==> src/hdl/detection_box_nms_filter_unit_defines.svh <==
// Assertion macros for the detection box NMS filter.
// Used by the top level only; compiled out when SYNTH is defined.
`ifndef DETECTION_BOX_NMS_FILTER_UNIT_DEFINES_SVH
`define DETECTION_BOX_NMS_FILTER_UNIT_DEFINES_SVH
`ifndef SYNTH
`define DBNMS_ASSERT_NOW(label, clk, rst_n, ante, cons) \
  label: assert property (@(posedge clk) disable iff (!rst_n) (ante) |-> (cons)) \
    else $error("dbnms check failed");
`define DBNMS_ASSERT_NEXT(label, clk, rst_n, ante, cons) \
  label: assert property (@(posedge clk) disable iff (!rst_n) (ante) |=> (cons)) \
    else $error("dbnms check failed");
`else
`define DBNMS_ASSERT_NOW(label, clk, rst_n, ante, cons)
`define DBNMS_ASSERT_NEXT(label, clk, rst_n, ante, cons)
`endif
`endif

==> src/hdl/dbnms_pkg.sv <==
`timescale 1ns / 1ps
// Shared constants for the detection box NMS filter.
// No dependencies; imported by the coordinate mapper and the top level.
package dbnms_pkg;

  localparam int SCORE_W    = 16;
  localparam int CORNER_W   = 16;
  localparam int BOX_W      = 4 * CORNER_W;
  localparam int COORD_FRAC = 4;   // Q12.4 corners
  localparam int PAD_W      = 12;
  localparam int LIMIT_W    = 13;
  localparam int SCALE_W    = 16;
  localparam int SCALE_FRAC = 12;  // Q4.12 scale
  localparam int PIX_W      = CORNER_W - 1 - COORD_FRAC;  // positive pixel part
  localparam int NUM_W      = PIX_W + SCALE_FRAC;
  localparam int RES_W      = 16;

  // Visibility: score * 10 >= 65536
  localparam int VIS_NUM = 10;
  localparam int VIS_DEN = 65536;
  localparam int VIS_W   = 20;

  // Register indexes
  localparam logic [2:0] REG_SCORE_THR = 3'd0;
  localparam logic [2:0] REG_IOU_THR   = 3'd1;
  localparam logic [2:0] REG_PAD_LEFT  = 3'd2;
  localparam logic [2:0] REG_PAD_TOP   = 3'd3;
  localparam logic [2:0] REG_MODEL_W   = 3'd4;
  localparam logic [2:0] REG_MODEL_H   = 3'd5;
  localparam logic [2:0] REG_SCALE_X   = 3'd6;
  localparam logic [2:0] REG_SCALE_Y   = 3'd7;

endpackage

==> src/hdl/dbnms_coord_map.sv <==
`timescale 1ns / 1ps
// Maps one Q12.4 corner to an output pixel: pad, truncate, clamp, divide by scale.
// Restoring divider, one quotient bit per cycle. Depends on dbnms_pkg.
module dbnms_coord_map
  import dbnms_pkg::*;
(
  input  logic                       clk,
  input  logic                       rst_n,
  input  logic                       start_i,
  input  logic signed [CORNER_W-1:0] corner_i,
  input  logic [PAD_W-1:0]           pad_i,
  input  logic [LIMIT_W-1:0]         limit_i,
  input  logic [SCALE_W-1:0]         scale_i,
  output logic                       done_o,
  output logic [RES_W-1:0]           result_o
);

  localparam int D_W   = CORNER_W + 2;
  localparam int CNT_W = $clog2(NUM_W + 1);

  logic signed [D_W-1:0] d;
  logic [PIX_W-1:0]      pix;
  logic [NUM_W-1:0]      num_r;
  logic [NUM_W-1:0]      q_r;
  logic [SCALE_W:0]      rem_r;
  logic [SCALE_W:0]      rem_sh;
  logic                  qbit;
  logic [CNT_W-1:0]      cnt_r;
  logic                  busy_r;

  always_comb begin
    d   = D_W'(corner_i) - $signed({2'b00, pad_i, {COORD_FRAC{1'b0}}});
    pix = '0;
    if (d > 0) pix = d[COORD_FRAC +: PIX_W];
    if (LIMIT_W'(pix) > limit_i) pix = limit_i[PIX_W-1:0];
    rem_sh = {rem_r[SCALE_W-1:0], num_r[NUM_W-1]};
    qbit   = (rem_sh >= {1'b0, scale_i});
  end

  always_ff @(posedge clk) begin
    if (!rst_n) begin
      busy_r <= 1'b0;
      done_o <= 1'b0;
      cnt_r  <= '0;
    end else begin
      done_o <= 1'b0;
      if (start_i) begin
        busy_r <= 1'b1;
        cnt_r  <= CNT_W'(NUM_W);
        num_r  <= {pix, {SCALE_FRAC{1'b0}}};
        rem_r  <= '0;
        q_r    <= '0;
      end else if (busy_r) begin
        rem_r <= qbit ? rem_sh - {1'b0, scale_i} : rem_sh;
        num_r <= {num_r[NUM_W-2:0], 1'b0};
        q_r   <= {q_r[NUM_W-2:0], qbit};
        cnt_r <= cnt_r - 1'b1;
        if (cnt_r == CNT_W'(1)) begin
          busy_r <= 1'b0;
          done_o <= 1'b1;
        end
      end
    end
  end

  // saturate; a zero scale yields all ones and lands here too
  assign result_o = (|q_r[NUM_W-1:RES_W]) ? {RES_W{1'b1}} : q_r[RES_W-1:0];

endmodule
==> config.mk <==
export PLATFORM = sky130hd
export DESIGN_NAME = dbnms_coord_map
export DESIGN_NICKNAME = d
export VERILOG_FILES = /design/src/hdl/detection_box_nms_filter_unit_defines.svh /design/src/hdl/dbnms_pkg.sv /design/src/hdl/dbnms_coord_map.sv
export SDC_FILE = /design/constraint.sdc
export NUM_CORES = 1
export LEC_CHECK = 0
export ABC_AREA = 0
export BUFFER_PORTS_ARGS = -buffer_cell sky130_fd_sc_hd__buf_2
export CAP_MARGIN = 30
export CORE_ASPECT_RATIO = 1.1
export CORE_MARGIN = 2
export CORE_UTILIZATION = 35
export DETAILED_ROUTE_END_ITERATION = 7
export GPL_TIMING_DRIVEN = 0
export PLACE_DENSITY = 0.51
export SYNTH_ARGS = -nofsm -noshare
export SYNTH_HDL_FRONTEND = slang
export SYNTH_SLANG_ARGS = --single-unit
export TNS_END_PERCENT = 50
==> constraint.sdc <==
create_clock -name clk -period 6.8 [get_ports clk]
set_clock_uncertainty 0.15 [all_clocks]
set_input_delay 1.7 -clock clk [delete_from_list [all_inputs] [get_ports clk]]
set_output_delay 1.7 -clock clk [all_outputs]
set_load 0.02 [all_outputs]
==> results of run 1 <==
-- registers in the layout, indices dropped and copies added, names as in the netlist --
register  cells
q_r          23
busy_r        1
num_r        11
done_o        1
rem_r        16
cnt_r         5
-- tightest hold or removal path, delay by kind of cell (launching register included) --
kind	cells	cell delay, ns
DFF	1	0.33
AOI/OAI and AO/OA	2	0.12
-- final cells by class --
class	count	area share, %
multi-input combinational	353	47.66
sequential	57	31.05
timing repair buffer	77	7.572
clock buffer	11	4.401
tap	157	3.715
inverter	49	3.478
buffer	15	1.254
clock inverter	5	0.8755
-- power by group through the flow --
stage          logic (uW)  clock network, uW  registers, uW
5_1_grt               330                448            433
3_3_place_gp          285                  0            437
4_1_cts               293                435            430
3_5_place_dp          291                  0            436
2_1_floorplan         210                  0            431
6_report              291                427            430
-- routing by layer --
layer	wire length, um	global-route usage [%]	share of wire, %	up-vias
li1	-	-	-	1893
met1	4872	20.88	46	1745
met2	5218	28.53	49	86
met3	324	1.791	3.1	12
met4	195	6.790	1.8	0
met5	0	0	0	-
-- worst min-delay path by stage --
stage,from,to,slack (ns),cells after the start
after floorplan,num_r[12],num_r[13],0.35,2
after global placement,num_r[12],num_r[13],0.37,2
after detailed placement,num_r[12],num_r[13],0.37,2
after CTS,num_r[12],num_r[13],0.41,2
after global routing,q_r[12],q_r[13],0.44,1
final,num_r[12],num_r[13],0.41,2
-- synthesized netlist by cell type, drive strengths merged (2+ instances only) --
| cell type | number |
|---|---|
| clkbuf | 12 |
| and4 | 4 |
| a21o | 8 |
| edfxtp | 50 |
| fa | 2 |
| o211ai | 2 |
| and2 | 2 |
| o21a | 11 |
| inv | 49 |
| nor4b | 2 |
| or3 | 10 |
| xor2 | 10 |
| buf | 3 |
| a211oi | 5 |
| nor3 | 13 |
| nand4 | 4 |
| nand2b | 8 |
| nand2 | 14 |
| a21oi | 45 |
| a2111oi | 4 |
| o41ai | 2 |
| a211o | 3 |
| a21boi | 5 |
| ha | 42 |
| o21bai | 2 |
| o21ai | 26 |
| a31oi | 5 |
| nand3 | 14 |
| nor2b | 27 |
| nor2 | 29 |
| or2 | 19 |
| xnor2 | 11 |
| and3 | 7 |
| nor4 | 3 |
| o2111ai | 2 |
| o31ai | 3 |
| dfxtp | 7 |
-- metrics by stage --
step	hold slack [ns]	power [uW]	std cells	cell area, sq um
finish	0.4119	1148	724	5288
global route	0.4371	1211	724	5288
CTS	0.4066	1158	724	5288
detailed placement	0.3729	726.4	708	5009
global placement	0.3729	722.5	707	4987
floorplan	0.3542	641.9	474	4410
-- cells by family (layout without fill, tap and decap cells) --
kind of cell	after synthesis	count (layout)	share of synthesized area, %
AND/OR/NAND/NOR	158	158	19.80
AO/OA/AOI/OAI	130	130	20.31
buffers and inverters	64	157	5.674
flip-flops	57	57	37.22
adder cells (fa/ha/maj)	44	44	12.82
XOR/XNOR	21	21	4.170
==> out/metrics.cfg, run 1 <==
[status]
status=finished, final reports clean

[finish]
most-common-layout-cells=buf_2, edfxtp_1, inv_1, a21oi_1, ha_1
diodes=0
syn_to_final_growth_pct=19.89
fillers=1230
nets=666
layout_commonest_cell=buf_2
multi_input_area_sq_mm=0.002520
post_route_cells_drive_above_1_share_pct=21.69
seqCellArea_sq_mm=0.001642
fin_util_pct=42.36

[clock_tree]
hold_buffers=0
cts_buffers=9
clock_sinks=57
cts_resized=0
cts_setup_buffers=0
path_clk_slew_ns=0.05
cts_max_path_buffers=2
clockRootBuffer=clkbuf_16
cts_max_level=3
insertion_delay_ns=0.32
tritoncts=yes

[pwr]
powerDensity_mw_per_mm2=217.2
pwr-share-seq_pct=37.4
power.switching_uw=330.8
p_comb_share_pct=25.3
ir_drop_mv=0.1145
switching_share_pct=28.81
clkPwrFrac_pct=37.2
p_int_uw=817.7
p_leak_uw=0.002301

[floorplanning]
start_util_pct=35.33
rows=43
io_pins=77
die_h_um=121.7
coreArea_sq_mm=0.01248
die_width_um=111.0
fp.dieArea_sq_mm=0.01352

[setup_path]
ff2ff_setup_slack_ns=3.86
cp_num_buf_inv=3
worst-path-max-fanout=10
startpoint=corner_i[4]
arrival_ns=5.86
worstSetupPathType=primary input to flop
critical-path-top-delay-family=compound AO/OA/AOI/OAI gates
slowest_delay_ns=0.44
crit_chain=buf_2, inv_1, ha_1, fa_1, xor2_1, nand4b_1, nor4_1, o311a_1, and4_1, and3_1, a41o_2, nor2_1, ha_1, nor2b_1, o21a_1, o21a_1, o21bai_1, a31oi_1, clkbuf_1, and3_1, a21oi_1, o41ai_2
cpMaxStageDelayCell=fa_1
reg2reg_to=rem_r[5]
crit_end=num_r[13]
critPathLaunchType=primary input
rr_startpoint=rem_r[0]
worst-path-stages=22
critical_path_required_ns=6.71
cp-end-kind=flop
reg2reg_depth=10

[yosys]
synth_top_cells_by_area=edfxtp_1, ha_1, a21oi_1, inv_1, nor2b_1
async_flop_share_pct=0
synth_cell_types=56
synth_top_area_share_pct=34.04
synth_nets=578
ys_warn_count=0
synth_edf_count=50
synth_cells=474
yosys_most_used_dff=edfxtp_1
ys_ff_latch=57
avgSynthCellArea_sq_um=9.305
synth_area_sq_mm=0.004410
yosysSeqAreaShare_pct=37.22
synth.largest_area_cell=edfxtp_1

[timing]
hold_viol_final=0
setup_violations=0
rsz0062_at_grt=no
finalSetupTns_ns=0
drv_slew=0
post-route-period-util_pct=87.61
fmax_mhz=167.9
layout_setup_ws_ns=0.8424
slew_headroom_pct=59.39
tightestPinTransition_ns=0.6091
fin_crit_ns=5.958

[route]
drc=0
drtIter0Drc=220
via_count=3736
dr.pass1.iters=4
routed_via_density=5.160
wl_um=10610
ant_nets=0
wl_per_cell_um=14.66

[grt]
gr-usage-all-layers_pct=16.37
grt_max_degree=36
grt_pass1_wl_um=17900
grt-ovfl-total=0
grt_pass1_vias=3661
antenna_found_initial=0

[placed_design]
post-dp-hpwl_um=8209
routabilityCongestion=0.8504
dp_worst_setup_slack_ns=0.5776
portBuffers=76

[min_path]
hp-class=flop to flop

[flow_run]
maxCapViolCount=0

Power figures use the tool's default switching activity.
==> inputs of run 2 (changes only) <==
--- a/config.mk
+++ b/config.mk
@@ -8,7 +8,7 @@
 export ABC_AREA = 0
 export BUFFER_PORTS_ARGS = -buffer_cell sky130_fd_sc_hd__buf_2
 export CAP_MARGIN = 30
-export CORE_ASPECT_RATIO = 1.1
+export CORE_ASPECT_RATIO = 0.9
 export CORE_MARGIN = 2
 export CORE_UTILIZATION = 35
 export DETAILED_ROUTE_END_ITERATION = 7
==> run 2 against run 1 <==
Compared with the run above: critical path type unchanged; wire length rose by 1.1%; combinational power barely moved; largest power group is now clock; worst hold slack got worse by 0.010 ns; highest routed layer unchanged; largest cell class unchanged; register-to-register slack barely moved.
==> out/metrics.cfg, run 2 (synthesis gave the netlist of run 1 again) <==
[finish]
top_regs=q_r: 23 flops, rem_r: 16 flops, num_r: 11 flops  ; unchanged
nets=666  ; unchanged
most-common-layout-cells=buf_2, edfxtp_1, inv_1, a21oi_1, ha_1  ; unchanged
syn_to_final_growth_pct=20.68  ; was 19.89%
post_route_cells_drive_above_1_share_pct=22.05  ; was 21.69%
layout_commonest_cell=buf_2  ; unchanged
diodes=0  ; unchanged
largest_reg_flops=23  ; unchanged
largest-register=q_r  ; unchanged

[floorplanning]
io_pins=77  ; unchanged
fp.dieArea_sq_mm=0.01352  ; about the same
die_width_um=122.3  ; was 111.0 um
coreArea_sq_mm=0.01217  ; was 0.01248 sq mm
rows=38  ; was 43
start_util_pct=36.24  ; was 35.33%
die_h_um=110.5  ; was 121.7 um

[grt]
grt_pass1_vias=3635  ; was 3661
gr-usage-all-layers_pct=16.55  ; was 16.37%
antenna_found_initial=0  ; unchanged
grt_pass1_wl_um=17880  ; was 17900 um
grt-ovfl-total=0  ; unchanged
grt_max_degree=38  ; was 36

[clock_tree]
cts_setup_buffers=0  ; unchanged
tritoncts=yes  ; unchanged
insertion_delay_ns=0.32  ; about the same
cts_resized=0  ; unchanged
clock_sinks=57  ; unchanged
cts_buffers=9  ; unchanged
cts_max_level=3  ; unchanged
clockRootBuffer=clkbuf_16  ; unchanged
cts_max_path_buffers=2  ; unchanged
hold_buffers=0  ; unchanged
path_clk_slew_ns=0.05  ; about the same

[pwr]
switching_share_pct=28.33  ; was 28.81%
ir_drop_mv=0.1258  ; was 0.1145 mV
p_comb_share_pct=24.3  ; was 25.3%
power_uw=1196  ; was 1148 uW
pwr-share-seq_pct=35.9  ; was 37.4%
clkPwrFrac_pct=39.9  ; was 37.2%
powerDensity_mw_per_mm2=224.7  ; was 217.2 mW/mm^2
power.switching_uw=338.8  ; was 330.8 uW
p_int_uw=857.3  ; was 817.7 uW
p_leak_uw=0.002317  ; was 0.002301 uW

[placed_design]
portBuffers=76  ; unchanged
post-dp-hpwl_um=8151  ; was 8209 um
routabilityCongestion=0.8282  ; was 0.8504

[setup_path]
arrival_ns=6.01  ; was 5.86 ns
cp-end-kind=flop  ; unchanged
ff2ff_setup_slack_ns=3.87  ; was 3.86 ns
critical_path_required_ns=6.70  ; was 6.71 ns
critPathLaunchType=primary input  ; unchanged
worstSetupPathType=primary input to flop  ; unchanged
worst-path-max-fanout=10  ; unchanged

[route]
ant_nets=0  ; unchanged
wl_per_cell_um=14.75  ; was 14.66 um
drc=0  ; unchanged
wl_um=10720  ; was 10610 um
dr.pass1.iters=4  ; unchanged
drtIter0Drc=282  ; was 220
via_count=3716  ; was 3736
routed_via_density=5.111  ; was 5.160

[timing]
tightestPinTransition_ns=0.6969  ; was 0.6091 ns
finalSetupTns_ns=0  ; unchanged
drv_slew=0  ; unchanged
slew_headroom_pct=53.54  ; was 59.39%
post-route-period-util_pct=89.89  ; was 87.61%
setup_violations=0  ; unchanged
fin_crit_ns=6.112  ; was 5.958 ns
rsz0062_at_grt=no  ; unchanged
fmax_mhz=163.6  ; was 167.9 MHz
hold_viol_final=0  ; unchanged

[min_path]
hp-class=flop to flop  ; unchanged

[flow_run]
maxCapViolCount=0  ; unchanged

[status]
status=finished, final reports clean  ; unchanged

[run 2: routing by layer]
layer | wire length [um] | share of wire [%] | vias up | global-route usage (%)
met1 | 5562 | 52 | 1725 | 24.77
met3 | 455 | 4.2 | 12 | 3.306
li1 | - | - | 1889 | -
met4 | 127 | 1.2 | 0 | 3.142
met5 | 0 | 0 | - | 0
met2 | 4579 | 43 | 90 | 24.63
[run 2: area by class of cell]
cell class | count | area, sq um
Inverter | 49 | 183.9
Timing Repair Buffer | 77 | 400.4
Multi-Input combinational cell | 353 | 2520
Clock inverter | 6 | 81.33
Buffer | 15 | 66.31
Sequential cell | 57 | 1642
Fill cell | 1240 | 6849
Clock buffer | 10 | 229.0
Tap cell | 160 | 200.2
[run 2: power by group through the flow]
stage	clock [uW]	sequential (uW)	combinational [uW]
floorplan	0	431	210
global placement	0	437	284
detailed placement	0	436	289
CTS	485	429	292
global route	499	432	329
finish	477	429	290
[run 2: critical path, stage by stage]
cell,delay (ns)
buf_2,0.08
inv_1,0.03
ha_1,0.21
fa_1,0.44
xor2_1,0.31
nand4b_1,0.14
nor4_1,0.33
o311a_1,0.22
and4_1,0.18
and3_1,0.16
a41o_2,0.30
nor2_1,0.07
ha_1,0.29
nor2b_1,0.13
o21a_1,0.16
o21a_1,0.16
o21bai_1,0.16
a31oi_1,0.18
clkbuf_1,0.27
and3_1,0.24
a21oi_1,0.15
o41ai_2,0.10
[run 2: path summary, 6_finish.rpt]
path,startpoint,to,cells after the start
worst max register to register,rem_r[0],rem_r[14],10
worst min register to register,num_r[12],num_r[13],2
worst min-delay path,num_r[12],num_r[13],2
worst max-delay path,corner_i[4],num_r[13],22
[run 2: metrics by stage]
| stage | instance area (sq um) | setup WS [ns] | utilization, % | instances | hold slack (ns) |
|---|---|---|---|---|---|
| global placement | 4991 | 0.4220 | 41.01 | 710 | 0.3740 |
| floorplan | 4410 | 1.257 | - | 474 | 0.3542 |
| detailed placement | 5012 | 0.3995 | 41.18 | 711 | 0.3865 |
| CTS | 5323 | 0.7131 | 43.73 | 727 | 0.4049 |
| finish | 5323 | 0.6877 | 43.73 | 727 | 0.4019 |
| global route | 5323 | 0.3813 | 43.73 | 727 | 0.4276 |
